$ cat config.mk
export PLATFORM = sky130hd
export DESIGN_NAME = segment_reorder_receiver
export DESIGN_NICKNAME = d
export VERILOG_FILES = /design/src/rtl/srr_pkg.sv /design/src/rtl/srr_slot_mem.sv /design/src/rtl/srr_ctrl.sv /design/src/rtl/segment_reorder_receiver.sv
export SDC_FILE = /design/constraint.sdc
export NUM_CORES = 1
export LEC_CHECK = 0
export BUFFER_PORTS_ARGS = -buffer_cell sky130_fd_sc_hd__buf_4
export CAP_MARGIN = 20
export CELL_PAD_IN_SITES_DETAIL_PLACEMENT = 0
export CELL_PAD_IN_SITES_GLOBAL_PLACEMENT = 1
export CORE_MARGIN = 4
export CORE_UTILIZATION = 42
export CTS_CLUSTER_SIZE = 25
export DETAILED_ROUTE_END_ITERATION = 7
export PLACE_DENSITY_LB_ADDON = 0.12
export SLEW_MARGIN = 30
export SYNTH_ARGS = -nofsm -noshare
export SYNTH_HDL_FRONTEND = slang
export SYNTH_SLANG_ARGS = --single-unit
$ cat constraint.sdc
create_clock -name clk -period 9.85 [get_ports clk]
set_clock_uncertainty 0.15 [all_clocks]
set_input_delay 1.97 -clock clk [delete_from_list [all_inputs] [get_ports clk]]
set_output_delay 1.97 -clock clk [all_outputs]
set_load 0.05 [all_outputs]
$ cat src/rtl/srr_pkg.sv
// Shared types, status codes and default sizes for the segment reorder receiver.
// No dependencies; imported by every module of the block.
`timescale 1ns / 1ps

package srr_pkg;

  // Defaults for the top level parameters
  localparam int SRR_SLOTS        = 8;
  localparam int SRR_SEGMENT_SIZE = 1024;

  localparam logic [15:0] WINDOW_MAX = 16'hFFFF;

  // Input operation codes
  localparam logic OP_DATA = 1'b0;
  localparam logic OP_OPEN = 1'b1;

  // Result status codes
  localparam logic [2:0] ST_OPENED   = 3'd0;
  localparam logic [2:0] ST_IN_ORDER = 3'd1;
  localparam logic [2:0] ST_BUFFERED = 3'd2;
  localparam logic [2:0] ST_ALREADY  = 3'd3;
  localparam logic [2:0] ST_FULL     = 3'd4;
  localparam logic [2:0] ST_OLD      = 3'd5;

  // One reorder slot as stored in the slot memory
  typedef struct packed {
    logic [15:0] seq;
    logic [15:0] len;
  } srr_entry_t;

  // One result beat
  typedef struct packed {
    logic [3:0]  free_slots;
    logic [31:0] reorder_count;
    logic [31:0] sum_bytes;
    logic [19:0] delivered_bytes;
    logic [15:0] window_bytes;
    logic [15:0] ack_number;
  } srr_result_t;

endpackage

$ cat src/rtl/srr_slot_mem.sv
// Slot memory: sequence number and length of each buffered segment.
// One write port, one read port, read data registered. Uses srr_pkg.
`timescale 1ns / 1ps

module srr_slot_mem #(
  parameter int DEPTH = srr_pkg::SRR_SLOTS,
  parameter int AW    = (DEPTH > 1) ? $clog2(DEPTH) : 1
) (
  input  logic               clk,
  input  logic               wr_en,
  input  logic [AW-1:0]      wr_addr,
  input  srr_pkg::srr_entry_t wr_data,
  input  logic [AW-1:0]      rd_addr,
  output srr_pkg::srr_entry_t rd_data
);
  import srr_pkg::*;

  srr_entry_t mem [DEPTH];

  always_ff @(posedge clk) begin
    if (wr_en) begin
      mem[wr_addr] <= wr_data;
    end
  end

  always_ff @(posedge clk) begin
    rd_data <= mem[rd_addr];
  end

endmodule

$ cat src/rtl/srr_ctrl.sv
// Sequencer of the reorder receiver: classifies a segment, scans the slot
// memory for drains or duplicates, inserts, and keeps the counters. Uses srr_pkg.
`timescale 1ns / 1ps

module srr_ctrl #(
  parameter int SLOTS        = srr_pkg::SRR_SLOTS,
  parameter int SEGMENT_SIZE = srr_pkg::SRR_SEGMENT_SIZE,
  parameter int AW           = (SLOTS > 1) ? $clog2(SLOTS) : 1
) (
  input  logic                 clk,
  input  logic                 rst_n,
  // item in
  input  logic                 in_valid,
  output logic                 in_ready,
  input  logic                 in_op,
  input  logic [15:0]          in_seq,
  input  logic [15:0]          in_len,
  // result out
  output logic                 res_valid,
  input  logic                 res_take,
  output srr_pkg::srr_result_t res,
  output logic [2:0]           res_status,
  // slot memory
  output logic                 mem_we,
  output logic [AW-1:0]        mem_waddr,
  output srr_pkg::srr_entry_t  mem_wdata,
  output logic [AW-1:0]        mem_raddr,
  input  srr_pkg::srr_entry_t  mem_rdata
);
  import srr_pkg::*;

  localparam int CW = $clog2(SLOTS + 1);

  localparam logic [1:0] S_IDLE = 2'd0;
  localparam logic [1:0] S_SCAN = 2'd1;
  localparam logic [1:0] S_DONE = 2'd2;

  logic [1:0]       state_r,   state_nxt;
  logic [AW-1:0]    ptr_r,     ptr_nxt;
  logic [AW-1:0]    idx_r,     idx_nxt;
  logic             chk_r,     chk_nxt;
  logic [CW-1:0]    miss_r,    miss_nxt;
  logic             drain_r,   drain_nxt;
  logic             held_r,    held_nxt;
  logic [15:0]      ne_r,      ne_nxt;
  logic [31:0]      total_r,   total_nxt;
  logic [31:0]      reorder_r, reorder_nxt;
  logic [19:0]      dlv_r,     dlv_nxt;
  logic [2:0]       status_r,  status_nxt;
  logic [SLOTS-1:0] valid_r,   valid_nxt;
  logic [15:0]      seq_r,     seq_nxt;
  logic [15:0]      len_r,     len_nxt;

  logic [15:0]   diff;
  logic          hit_drain, hit_held, last_cmp, free_any;
  logic [AW-1:0] free_idx;
  logic [CW-1:0] miss_inc;
  logic [3:0]    free_cnt;
  logic [19:0]   win_full;

  // lowest free slot and free count
  always_comb begin
    free_any = 1'b0;
    free_idx = '0;
    free_cnt = '0;
    for (int i = SLOTS - 1; i >= 0; i--) begin
      if (!valid_r[i]) begin
        free_any = 1'b1;
        free_idx = AW'(i);
        free_cnt = free_cnt + 4'd1;
      end
    end
  end

  assign diff      = in_seq - ne_r;
  assign hit_drain = chk_r && valid_r[idx_r] && (mem_rdata.seq == ne_r);
  assign hit_held  = chk_r && valid_r[idx_r] && (mem_rdata.seq == seq_r);
  assign miss_inc  = miss_r + CW'(1);
  assign last_cmp  = chk_r && (miss_inc == CW'(SLOTS));

  assign in_ready  = (state_r == S_IDLE);
  assign mem_raddr = ptr_r;
  assign mem_waddr = free_idx;
  assign mem_wdata = '{seq: seq_r, len: len_r};

  always_comb begin
    state_nxt   = state_r;
    ptr_nxt     = ptr_r;
    idx_nxt     = idx_r;
    chk_nxt     = chk_r;
    miss_nxt    = miss_r;
    drain_nxt   = drain_r;
    held_nxt    = held_r;
    ne_nxt      = ne_r;
    total_nxt   = total_r;
    reorder_nxt = reorder_r;
    dlv_nxt     = dlv_r;
    status_nxt  = status_r;
    valid_nxt   = valid_r;
    seq_nxt     = seq_r;
    len_nxt     = len_r;
    mem_we      = 1'b0;

    unique case (state_r)
      S_IDLE: begin
        if (in_valid) begin
          seq_nxt  = in_seq;
          len_nxt  = in_len;
          dlv_nxt  = '0;
          ptr_nxt  = '0;
          chk_nxt  = 1'b0;
          miss_nxt = '0;
          held_nxt = 1'b0;
          if (in_op == OP_OPEN) begin
            ne_nxt     = in_seq + 16'd1;
            status_nxt = ST_OPENED;
            state_nxt  = S_DONE;
          end else if (diff == 16'd0) begin
            ne_nxt     = ne_r + in_len;
            total_nxt  = total_r + 32'(in_len);
            dlv_nxt    = 20'(in_len);
            status_nxt = ST_IN_ORDER;
            drain_nxt  = 1'b1;
            state_nxt  = S_SCAN;
          end else if (!diff[15]) begin
            drain_nxt = 1'b0;
            state_nxt = S_SCAN;
          end else begin
            status_nxt = ST_OLD;
            state_nxt  = S_DONE;
          end
        end
      end

      S_SCAN: begin
        // one read issued per cycle, compared the cycle after
        ptr_nxt = (ptr_r == AW'(SLOTS - 1)) ? '0 : ptr_r + AW'(1);
        idx_nxt = ptr_r;
        chk_nxt = 1'b1;
        if (chk_r) begin
          if (drain_r) begin
            // circular scan; a full lap without a match ends the drain
            if (hit_drain) begin
              ne_nxt           = ne_r + mem_rdata.len;
              total_nxt        = total_r + 32'(mem_rdata.len);
              dlv_nxt          = dlv_r + 20'(mem_rdata.len);
              valid_nxt[idx_r] = 1'b0;
              miss_nxt         = '0;
            end else if (last_cmp) begin
              chk_nxt   = 1'b0;
              state_nxt = S_DONE;
            end else begin
              miss_nxt = miss_inc;
            end
          end else begin
            miss_nxt = miss_inc;
            held_nxt = held_r | hit_held;
            if (last_cmp) begin
              chk_nxt   = 1'b0;
              state_nxt = S_DONE;
              if (held_r || hit_held) begin
                status_nxt = ST_ALREADY;
              end else if (free_any) begin
                mem_we              = 1'b1;
                valid_nxt[free_idx] = 1'b1;
                reorder_nxt         = reorder_r + 32'd1;
                status_nxt          = ST_BUFFERED;
              end else begin
                status_nxt = ST_FULL;
              end
            end
          end
        end
      end

      S_DONE: begin
        if (res_take) begin
          state_nxt = S_IDLE;
        end
      end

      default: begin
        state_nxt = S_IDLE;
      end
    endcase
  end

  always_ff @(posedge clk) begin
    if (!rst_n) begin
      state_r   <= S_IDLE;
      chk_r     <= 1'b0;
      ptr_r     <= '0;
      miss_r    <= '0;
      ne_r      <= '0;
      total_r   <= '0;
      reorder_r <= '0;
      valid_r   <= '0;
    end else begin
      state_r   <= state_nxt;
      chk_r     <= chk_nxt;
      ptr_r     <= ptr_nxt;
      miss_r    <= miss_nxt;
      ne_r      <= ne_nxt;
      total_r   <= total_nxt;
      reorder_r <= reorder_nxt;
      valid_r   <= valid_nxt;
    end
  end

  always_ff @(posedge clk) begin
    idx_r    <= idx_nxt;
    drain_r  <= drain_nxt;
    held_r   <= held_nxt;
    dlv_r    <= dlv_nxt;
    status_r <= status_nxt;
    seq_r    <= seq_nxt;
    len_r    <= len_nxt;
  end

  // window = free slots * segment size, saturated
  assign win_full = 20'(free_cnt) * 20'(SEGMENT_SIZE);

  assign res_valid           = (state_r == S_DONE);
  assign res_status          = status_r;
  assign res.ack_number      = ne_r;
  assign res.window_bytes    = (win_full > 20'(WINDOW_MAX)) ? WINDOW_MAX : win_full[15:0];
  assign res.delivered_bytes = dlv_r;
  assign res.sum_bytes       = total_r;
  assign res.reorder_count   = reorder_r;
  assign res.free_slots      = free_cnt;

endmodule

$ cat src/rtl/segment_reorder_receiver.sv
// Open and old segments go straight to the result; ahead and in-order segments
// first scan every slot, and an in-order segment's drain keeps scanning while it
// finds the next segment in some slot (one memory read per cycle).
// Throughput: one item at a time; the next input beat is taken once the result
// has moved to the output register. Reset (rst_n low, synchronous) empties all
// slots and clears next-expected and both counters; slot memory needs no clearing.
`timescale 1ns / 1ps

module segment_reorder_receiver #(
  parameter int SLOTS        = srr_pkg::SRR_SLOTS,        // 1..15
  parameter int SEGMENT_SIZE = srr_pkg::SRR_SEGMENT_SIZE  // 1..65535
) (
  input  logic         clk,
  input  logic         rst_n,
  // input stream
  input  logic         in_tvalid,
  output logic         in_tready,
  input  logic [31:0]  in_tdata,   // [15:0] seq_num, [31:16] seg_length
  input  logic         in_tuser,   // operation: 0 data segment, 1 connection open
  // result stream
  output logic         out_tvalid,
  input  logic         out_tready,
  output logic [119:0] out_tdata,  // ack_number[15:0], window_bytes[31:16],
                                   // delivered_bytes[51:32], sum_bytes[83:52],
                                   // reorder_count[115:84], free_slots[119:116]
  output logic [2:0]   out_tuser   // status
);
  import srr_pkg::*;

  localparam int AW = (SLOTS > 1) ? $clog2(SLOTS) : 1;

  srr_result_t res;
  logic [2:0]  res_status;
  logic        res_valid, res_take;

  logic          mem_we;
  logic [AW-1:0] mem_waddr, mem_raddr;
  srr_entry_t    mem_wdata, mem_rdata;

  // output register state
  logic         out_valid_r, out_valid_nxt;
  srr_result_t  out_res_r;
  logic [2:0]   out_status_r;

  // The sequencer hands its result over as soon as the output register is
  // empty or being emptied this cycle; until then a waiting result blocks intake.
  assign res_take = res_valid && (!out_valid_r || out_tready);

  srr_ctrl #(
    .SLOTS        (SLOTS),
    .SEGMENT_SIZE (SEGMENT_SIZE),
    .AW           (AW)
  ) u_ctrl (
    .clk        (clk),
    .rst_n      (rst_n),
    .in_valid   (in_tvalid),
    .in_ready   (in_tready),
    .in_op      (in_tuser),
    .in_seq     (in_tdata[15:0]),
    .in_len     (in_tdata[31:16]),
    .res_valid  (res_valid),
    .res_take   (res_take),
    .res        (res),
    .res_status (res_status),
    .mem_we     (mem_we),
    .mem_waddr  (mem_waddr),
    .mem_wdata  (mem_wdata),
    .mem_raddr  (mem_raddr),
    .mem_rdata  (mem_rdata)
  );

  // Slot sequence numbers and lengths; validity lives in flops in the sequencer.
  srr_slot_mem #(
    .DEPTH (SLOTS),
    .AW    (AW)
  ) u_mem (
    .clk     (clk),
    .wr_en   (mem_we),
    .wr_addr (mem_waddr),
    .wr_data (mem_wdata),
    .rd_addr (mem_raddr),
    .rd_data (mem_rdata)
  );

  always_comb begin
    out_valid_nxt = out_valid_r;
    if (res_take) begin
      out_valid_nxt = 1'b1;
    end else if (out_tready) begin
      out_valid_nxt = 1'b0;
    end
  end

  always_ff @(posedge clk) begin
    if (!rst_n) begin
      out_valid_r <= 1'b0;
    end else begin
      out_valid_r <= out_valid_nxt;
    end
  end

  // result payload, loaded on handover
  always_ff @(posedge clk) begin
    if (res_take) begin
      out_res_r    <= res;
      out_status_r <= res_status;
    end
  end

  assign out_tvalid = out_valid_r;
  assign out_tdata  = out_res_r;
  assign out_tuser  = out_status_r;

endmodule

=== Word level (Yosys, flattened, before mapping) ===
Memories as Yosys holds them, arrays and structs flattened. A register that Yosys moved wholly into a read port is not among the register bits.
Index checks and enable logic that the tools add are counted.

* Reduce and logical (&&, ||, !) cells: 28
* Bitwise operators: 7
* Equality and inequality tests: 22
* Muxes and demuxes: 106
* $lt $le $gt $ge: 5
* Add/subtract/negate cells: 17

{| class="wikitable"
|+ Operators with widths
! kind !! count
|-
| $mux W32 || 6
|-
| $mux W16 || 8
|-
| $mux W20 || 5
|-
| $add A32 B16 Y32 || 2
|-
| $pmux W32 S2 || 1
|-
| $mux W3 || 19
|-
| $mux W4 || 12
|-
| $mux W8 || 5
|-
| $pmux W20 S2 || 1
|-
| $add A16 B16 Y16 || 2
|-
| $add A32 B1 Y32 const B || 1
|-
| $eq A16 B16 Y1 || 2
|-
| $pmux W16 S2 || 1
|-
| $mux W1 || 30
|-
| $add A4 B1 Y4 const B || 7
|-
| $reduce_and A6 Y1 || 4
|-
| $add A20 B16 Y20 || 1
|-
| $mux W2 || 9
|-
| $add A16 B1 Y16 const B || 1
|-
| $gt A14 B16 Y1 const B || 1
|-
| $logic_not A16 Y1 || 1
|-
| $reduce_and A4 Y1 || 4
|-
| $sub A16 B16 Y16 || 1
|-
| $ne A2 B1 Y1 const B || 7
|-
| other kinds (32) || 54
|}

* Bits in writable memories: 256
* Memories kept: 1
* Register bits: 282
* Logic and storage cells: 210

{| class="wikitable"
|+ Memory list
! memory !! words !! bits a word !! read ports !! clocked after Yosys merged registers in !! write ports !! line !! RTL
|-
| u_mem.mem || 8 || 32 || 1 || 1 || 1 || srr_slot_mem.sv:18 || <nowiki>srr_entry_t mem [DEPTH];</nowiki>
|}

=== Logic depth before layout (Yosys ltp) ===
Gate-level depths: netlist of run 1.

* Depth in word-level cells: 17
* Depth in mapped cells: 21
* Mapped depth without buffers: 18

=== Cells and area by module ===
A second synthesis of run 1 with hierarchy kept.

* Cells, all modules: 1928
* Area total of the unflattened synthesis: 26012.4 um2

{| class="wikitable"
|+ Modules (own cells, without submodules)
! module !! sequential area each (um2) !! times used !! area each (um2) !! cells each
|-
| srr_ctrl || 3763.6 || 1 || 11805.1 || 1386
|-
| srr_slot_mem || 8328.0 || 1 || 10466.3 || 415
|-
| segment_reorder_receiver || 3713.6 || 1 || 3741.1 || 127
|}

=== Worst setup path after synthesis of run 1 ===
No wires, ideal clock.

* Path kind: input-to-reg
* Start point: input port out_tready
* End point: register out_res_r (netlist bit out_tdata[0]) (enable)
* Library setup time: 0.587 ns
* Slack: 2.294 ns
* Stages: 2
* Buffers on the path: 0
* Arrival time: 6.819 ns
* Path through: nand2b_1 > nor2b_1

* Longest elaborated chain between the ends: 2

{| class="wikitable"
|+ Ends and longest elaborated chain
! element !! line !! RTL
|-
| start, declared || segment_reorder_receiver.sv:22 || <nowiki>input logic out_tready,</nowiki>
|-
| $logic_or A1 B1 Y1 || segment_reorder_receiver.sv:47 || <nowiki>assign res_take = res_valid && (!out_valid_r || out_tready);</nowiki>
|-
| $logic_and A1 B1 Y1 || segment_reorder_receiver.sv:47 ||
|-
| end signal, assigned || segment_reorder_receiver.sv:105 || <nowiki>out_res_r <= res;</nowiki>
|-
| end, declared || segment_reorder_receiver.sv:42 || <nowiki>srr_result_t out_res_r;</nowiki>
|}

No other way between the ends.
A chain may end at the register's enable or synchronous reset.

=== Worst setup path after layout of run 1 ===
* Start point: input port in_tdata[1]
* End point: register u_ctrl.ne_r[8]

* Longest elaborated chain between the ends: 4
* Elaborated cells on any way between the ends: 8

{| class="wikitable"
|+ Ends and longest elaborated chain
! element !! line !! RTL
|-
| start, declared || segment_reorder_receiver.sv:18 || <nowiki>input logic [31:0] in_tdata,</nowiki>
|-
| $sub A16 B16 Y16 / $add A16 B1 Y16 (equally long branches) || srr_ctrl.sv:75, srr_ctrl.sv:115 ||
|-
| $logic_not A16 Y1 / $mux W16 (equally long branches) || srr_ctrl.sv:118, srr_ctrl.sv:114 ||
|-
| $ne A3 B1 Y1 (no source line) / $mux W16 (equally long branches) || -- ||
|-
| $reduce_and A6 Y1 (no source line) / $pmux W16 S2 (equally long branches) || -- ||
|-
| end signal, assigned || srr_ctrl.sv:203 || <nowiki>ne_r <= ne_nxt;</nowiki>
|-
| end, declared || srr_ctrl.sv:45 || <nowiki>logic [15:0] ne_r, ne_nxt;</nowiki>
|}

Parallel ways exist; a longest one is shown, timed or not. The select of a mux whose other input is x is not followed.

==> metrics.md, run 1 <==
| Metric | Value |
|---|---|
| Outcome | complete, no violations |
| Layout net count | 2184 |
| Post-synth top flop | edfxtp_1 |
| Post-synthesis sequential area ratio | 0.609 |
| Main combinational cell family by area after synthesis | simple AND/OR/NAND/NOR gates |
| Worst VDD drop | 161 uV |
| Sink Count | 554 |
| Cells after synthesis | 1890 |
| CP Capture Point | u_ctrl.ne_r[8]$_SDFFE_PN0P_ |
| TritonCTS clock tree | built |
| Ant diodes | 0 |
| Vias in the first global route | 15400 |
| CTS buffer count | 58 |
| Initial antenna violation count | 0 |
| Vias per cell | 5.41 |
| CTS Hold Bufs | 0 |
| Placed Cells | 2764 |
| Number of remaining DRC errors | 0 |
| Avg Inst Size Synth | 13.3 sq um |
| Critical path arrival | 5.40 ns |
| Share of cells above drive strength 1 | 0.194 |
| Largest net degree at the start of global routing | 68 |
| Adder-cell share of the synthesized area | 0.0490 |
| Setup TNS | 0 ns |
| H-tree levels | 2 |
| LEAKAGE | 10.4 nW |
| 1st-pass router iterations | 5 |
| Vias after detailed routing | 15600 |
| Worst-path clk slew | 0.06 ns |
| Max Cap Viol | 0 |
| RSZ-0062 raised after global routing | no |
| Yosys cell types | 75 |
| Register-to-register setup slack | 5.25 ns |
| GRT Total Usage | 0.203 |
| # IOs | 162 |
| Crit path kind | primary input to register |
| Slew Viols, Final | 0 |
| Remaining global-route overflow | 0 |
| DR WL/cell | 22.9 um |
| Worst Reg2Reg Path Length in Cells | 12 |
| Measured slew at the worst slew-check pin | 0.911 ns |
| Worst R2R End | u_ctrl.ne_r[8]$_SDFFE_PN0P_ |
| Post-route ant nets | 0 |
| Critical R2R Launch | u_ctrl.ne_r[1]$_SDFFE_PN0P_ |
| Worst hold path class | register to register |
| Async SR Flop Fraction | 0 |
| Compound-Gate Fraction of Synth Area | 0.0768 |
| Critical Path Start Type | primary input |
| Initial core utilization | 0.425 |
| Post-synth EDFFs | 423 |
| Seq cells post-synth | 554 |
| 1st-iter DRT viols | 1020 |
| Area share of the largest cell type after synthesis | 0.505 |
| Worst EP required | 10.18 ns |
| Layout Cells excl Fill | 2873 |
| Yosys top cell by area | edfxtp_1 |
| Layout area overhead | 16.0% |
| Most frequent cells in the layout | edfxtp_1, buf_4, nand2_1 |
| Pwr/cell area | 207 nW/um^2 |
| Setup violators final | 0 |
| Ys Warns | 0 |
| Endpoints failing hold | 0 |
| Half-perimeter wire length after placement | 44400 um |
| Core ar. | 59100 sq um |
| Multiplexer share of the synthesized area | 0.0856 |
| Synth Cell Area | 25100 sq um |
| Power Total | 6.04 mW |
| Setup repair bufs after CTS | 0 |
| Setup WS pre-CTS | 4.21 ns |
| RePlAce Congestion | 0.879 |
| Maximum clock frequency | 197 MHz |
| Core Rows | 89 |
| Die Wd | 253 um |
| Post-Synth Simple-Gate Area | 0.101 |
| Crit-path max FO | 28 |
| Die Ht | 253 um |
| Root Buffer | clkbuf_16 |
| Clock Path Buffers | 3 |
| Worst-Skew Late Latency | 0.64 ns |
| Rel. slew slack | 0.392 |
| Synth Area in XOR/XNOR | 0.0536 |
| Final Critical Period | 5.06 ns |
| Die area | 63900 sq um |
| Top cells by area, synth | edfxtp_1, dfxtp_1, mux4_2, ha_1, xnor2_1 |
| Critical path launch point | in_tdata[1] |
| Period utilization | 0.514 |
| IO buf count | 149 |
| Final wirelength | 65800 um |
| Post-cts resize count | 0 |
| Final setup margin | 4.79 ns |
| First-pass GRT wire length | 97600 um |
| Commonest non-fill, non-tap cell in the layout | edfxtp_1 |
| Setup crit end kind | register |
[critical path: stages]
cell      delay [ns]
buf_4           0.13
ha_1            0.29
nor2b_1         0.21
o221ai_1        0.25
a21oi_1         0.19
mux2_1          0.40
nor4_1          0.41
o211ai_1        0.17
nor4_2          0.45
o31a_2          0.58
o211ai_1        0.17
o211a_1         0.16
[registers in the layout, summed over array words and instances (netlist names), 2 cells and up]
register           count
u_mem.rd_data         32
u_ctrl.dlv_r          20
u_ctrl.res_status      3
u_ctrl.seq_r          16
u_ctrl.ne_r           16
u_ctrl.state_r         2
u_ctrl.miss_r          4
out_tdata            104
u_ctrl.mem_raddr       3
out_tuser              3
u_ctrl.idx_r           3
u_ctrl.total_r        32
u_ctrl.reorder_r      32
u_mem.mem            256
u_ctrl.len_r          16
u_ctrl.valid_r         8
[cell type report]
type / count / area (sq um)
multi-input cells: 1205 / 9320
fillers: 5171 / 30000
well taps: 773 / 967
repair buffers: 173 / 1300
flip-flops and latches: 554 / 15300
clock buffers: 71 / 1550
clock inverters: 38 / 464
inverters: 59 / 221
[metrics by stage]
stage	hold slack, ns	instance area [sq um]	util
floorplan	0.250	25200	-
global placement	0.253	27100	0.459
detailed placement	0.268	27100	0.459
CTS	0.286	29200	0.493
global route	0.299	29200	0.493
finish	0.280	29200	0.493
[power by group]
part,total [mW],internal (mW),switching [mW]
clock network,2.28,1.34,0.942
registers,2.78,2.66,0.129
logic,0.980,0.346,0.634
[logic make-up after synthesis]
family	Yosys count
AO/OA/AOI/OAI	298
adder cells (fa/ha/maj)	96
flip-flops	554
XOR/XNOR	154
multiplexers	128
AND/OR/NAND/NOR	517
other	1
buffers and inverters	142
[layer usage]
| layer | global-route usage | vias up | part of all wire |
|---|---|---|---|
| li1 | - | 7372 | - |
| met1 | 0.282 | 7782 | 0.45 |
| met2 | 0.338 | 309 | 0.48 |
| met3 | 0.0336 | 87 | 0.042 |
| met4 | 0.0495 | 0 | 0.022 |
| met5 | 0 | - | 0 |
[synth_stat cells (13+ instances only)]
master and number:
nor2_1 149, mux4_2 66, buf_4 19, o21ai_0 70, nand4_1 23, buf_1 14
nand3_1 44, a21oi_1 78, nand2b_1 22, a211oi_1 21, nor2b_1 19, a31oi_1 13
nor3_1 28, xnor2_1 83, ha_1 92, edfxtp_1 423, or3_1 14, and3_1 14
nor4_1 14, clkbuf_1 44, xor2_1 71, nand2_1 142, dfxtp_1 131, mux2i_1 26
inv_1 58, o211ai_1 17, o21a_1 13, mux2_2 35, a21o_1 18
[worst min-delay path by stage]
stage,startpoint,end,slack [ns],depth (start not counted)
2_1_floorplan,u_ctrl.res_status[0]$_DFFE_PP_,out_tuser[0]$_DFFE_PP_,0.25,0
6_report,u_ctrl.res_status[0]$_DFFE_PP_,out_tuser[0]$_DFFE_PP_,0.28,0
3_5_place_dp,u_ctrl.res_status[0]$_DFFE_PP_,out_tuser[0]$_DFFE_PP_,0.27,0
5_1_grt,u_ctrl.res_status[0]$_DFFE_PP_,out_tuser[0]$_DFFE_PP_,0.30,0
4_1_cts,u_ctrl.res_status[0]$_DFFE_PP_,out_tuser[0]$_DFFE_PP_,0.29,0
3_3_place_gp,u_ctrl.res_status[0]$_DFFE_PP_,out_tuser[0]$_DFFE_PP_,0.25,0
No activity file was read; power rests on OpenSTA's default activity.
==> run 2, diff against run 1 <==
clock period = 5 ns   (was 9.85 ns; I/O delays follow)
==> metrics.md, run 2 (synthesized netlist as in run 1, its figures left out) <==
| Metric | Value |
|---|---|
| Worst hold path class | register to register (unchanged) |
| 1st-pass router iterations | 5 (unchanged) |
| Hold Crit Start | u_ctrl.res_status[2]$_DFFE_PP_ (was u_ctrl.res_status[0]$_DFFE_PP_) |
| Crit path kind | register to register (was primary input to register) |
| WHS | 0.271 ns (was 0.280 ns) |
| Internal | 8.61 mW (was 4.34 mW) |
| Clock power frac | 0.378 (was 0.377) |
| Worst R2R End | out_tdata[117]$_DFFE_PP_ (was u_ctrl.ne_r[8]$_SDFFE_PN0P_) |
| Comb power frac | 0.167 (was 0.162) |
| RSZ-0062 raised after global routing | no (unchanged) |
| Remaining global-route overflow | 0 (unchanged) |
| Sink Count | 554 (unchanged) |
| Number of remaining DRC errors | 0 (unchanged) |
| Core ar. | 59100 sq um (unchanged) |
| Die area | 63900 sq um (unchanged) |
| Vias in the first global route | 15300 (was 15400) |
| Vias per cell | 5.43 (was 5.41) |
| H-tree levels | 2 (unchanged) |
| Hold endpoint | out_tuser[2]$_DFFE_PP_ (was out_tuser[0]$_DFFE_PP_) |
| Clock Path Buffers | 3 (unchanged) |
| Worst-path clk slew | 0.06 ns (about the same) |
| Worst EP required | 5.23 ns (was 10.18 ns) |
| Max Cap Viol | 0 (unchanged) |
| Outcome | complete, no violations (unchanged) |
| Reg power frac | 0.454 (was 0.461) |
| Largest register FFs | 256 (unchanged) |
| Initial core utilization | 0.425 (unchanged) |
| Vias after detailed routing | 15700 (was 15600) |
| Setup TNS | 0 ns (unchanged) |
| Critical Path Start Type | register (was primary input) |
| Worst-Skew Late Latency | 0.64 ns (about the same) |
| P_sw | 3.38 mW (was 1.70 mW) |
| Core Rows | 89 (unchanged) |
| Worst VDD drop | 321 uV (was 161 uV) |
| Die Wd | 253 um (unchanged) |
| Initial antenna violation count | 1 (was 0) |
| Critical R2R Launch | u_ctrl.valid_r[6]$_SDFFE_PN0P_ (was u_ctrl.ne_r[1]$_SDFFE_PN0P_) |
| Share of cells above drive strength 1 | 0.202 (was 0.194) |
| Measured slew at the worst slew-check pin | 0.778 ns (was 0.911 ns) |
| Root Buffer | clkbuf_16 (unchanged) |
| Most frequent cells in the layout | edfxtp_1, buf_4, nand2_1 (unchanged) |
| TritonCTS clock tree | built (unchanged) |
| First-pass GRT wire length | 97400 um (was 97600 um) |
| Post-cts resize count | 0 (unchanged) |
| Maximum clock frequency | 238 MHz |
| Setup repair bufs after CTS | 0 (unchanged) |
| Largest net degree at the start of global routing | 87 (was 68) |
| LEAKAGE | 10.5 nW (was 10.4 nW) |
| Die Ht | 253 um (unchanged) |
| Half-perimeter wire length after placement | 45100 um (was 44400 um) |
| Register-to-register setup slack | 0.79 ns (was 5.25 ns) |
| Slew Viols, Final | 0 (unchanged) |
| DR WL/cell | 22.7 um (was 22.9 um) |
| Switching Fraction | 0.282 (about the same) |
| Crit-path max FO | 6 (was 28) |
| Ant diodes | 0 (unchanged) |
| WHS Path Cells | 0 (unchanged) |
| Commonest non-fill, non-tap cell in the layout | edfxtp_1 (unchanged) |
| # IOs | 162 (unchanged) |
| Biggest register | u_mem.mem (unchanged) |
| CTS buffer count | 60 (was 58) |
| Critical path arrival | 4.44 ns (was 5.40 ns) |
| Final wirelength | 65800 um (about the same) |
| Period utilization | 0.842 |
| Endpoints failing hold | 0 (unchanged) |
| CTS Hold Bufs | 0 (unchanged) |
| Filler instances | 5207 (was 5171) |
| GRT Total Usage | 0.203 (about the same) |
| RePlAce Congestion | 0.842 (was 0.879) |
| Worst Reg2Reg Path Length in Cells | 16 (was 12) |
| Post-route ant nets | 0 (unchanged) |
| Setup crit end kind | register (unchanged) |
| Layout area overhead | 16.8% (was 16.0%) |
| IO buf count | 149 (unchanged) |
| Layout net count | 2205 (was 2184) |
| 1st-iter DRT viols | 1084 (was 1020) |
| Final Critical Period | 4.21 ns |
| Rel. slew slack | 0.468 (was 0.392) |
| Pwr/cell area | 408 nW/um^2 (was 207 nW/um^2) |
| Setup violators final | 0 (unchanged) |
-- run 2: cell type report --
cell class                 instances  area (sq um)  share of cell area
clock inverter                    31           373              0.0127
sequential                       554         15300               0.522
multi-input combinational       1205          9320               0.317
tap                              773           967              0.0329
timing repair buffer             192          1470              0.0499
clock buffer                      83          1700              0.0578
inverter                          59           221             0.00754
-- run 2: per-stage QoR --
stage	worst slack (ns)	power [mW]	area [sq um]	instances	util
2_1_floorplan	0.473	6.89	25200	1901	-
3_3_place_gp	0.610	7.54	27300	2783	0.462
3_5_place_dp	0.603	7.55	27300	2783	0.462
4_1_cts	0.757	12.1	29400	2897	0.497
5_1_grt	0.463	12.5	29400	2897	0.497
6_report	0.791	12.0	29400	2897	0.497
-- run 2: power by group through the flow --
| stage | sequential (mW) | clock, mW | combinational, mW |
|---|---|---|---|
| 6_report | 5.45 | 4.54 | 2.01 |
| 5_1_grt | 5.47 | 4.86 | 2.18 |
| 4_1_cts | 5.45 | 4.66 | 2.01 |
| 3_5_place_dp | 5.55 | 0 | 2.00 |
| 3_3_place_gp | 5.54 | 0 | 2.00 |
| 2_1_floorplan | 5.74 | 0 | 1.14 |
-- run 2: worst max-delay path, stage by stage (launching register included) --
cell,delay (ns)
dfxtp_1,0.44
inv_1,0.07
ha_1,0.33
xnor2_1,0.24
ha_1,0.27
mux2_2,0.28
ha_1,0.28
inv_1,0.04
o21ai_0,0.22
ha_1,0.27
mux2i_1,0.24
inv_1,0.08
ha_1,0.30
nor2_1,0.04
a21oi_1,0.18
ha_1,0.26
mux2_2,0.26
-- run 2: metal layers --
layer | vias to the layer above | wire (um) | track usage | part of all wire
met5 | - | 0 | 0 | 0
met4 | 0 | 1390 | 0.0481 | 0.021
met3 | 83 | 3550 | 0.0321 | 0.054
met2 | 414 | 31600 | 0.337 | 0.48
met1 | 7799 | 29200 | 0.285 | 0.44
li1 | 7444 | - | - | -
-- run 2: how the worst max path moves through the flow --
stage / from / endpoint
3_3_place_gp: in_tdata[9] / u_ctrl.total_r[28]$_SDFFE_PN0P_
4_1_cts: u_ctrl.valid_r[6]$_SDFFE_PN0P_ / out_tdata[117]$_DFFE_PP_
3_5_place_dp: in_tdata[9] / u_ctrl.total_r[22]$_SDFFE_PN0P_
5_1_grt: u_ctrl.valid_r[7]$_SDFFE_PN0P_ / out_tdata[117]$_DFFE_PP_
6_report: u_ctrl.valid_r[6]$_SDFFE_PN0P_ / out_tdata[117]$_DFFE_PP_
2_1_floorplan: out_tready / out_tdata[0]$_DFFE_PP_
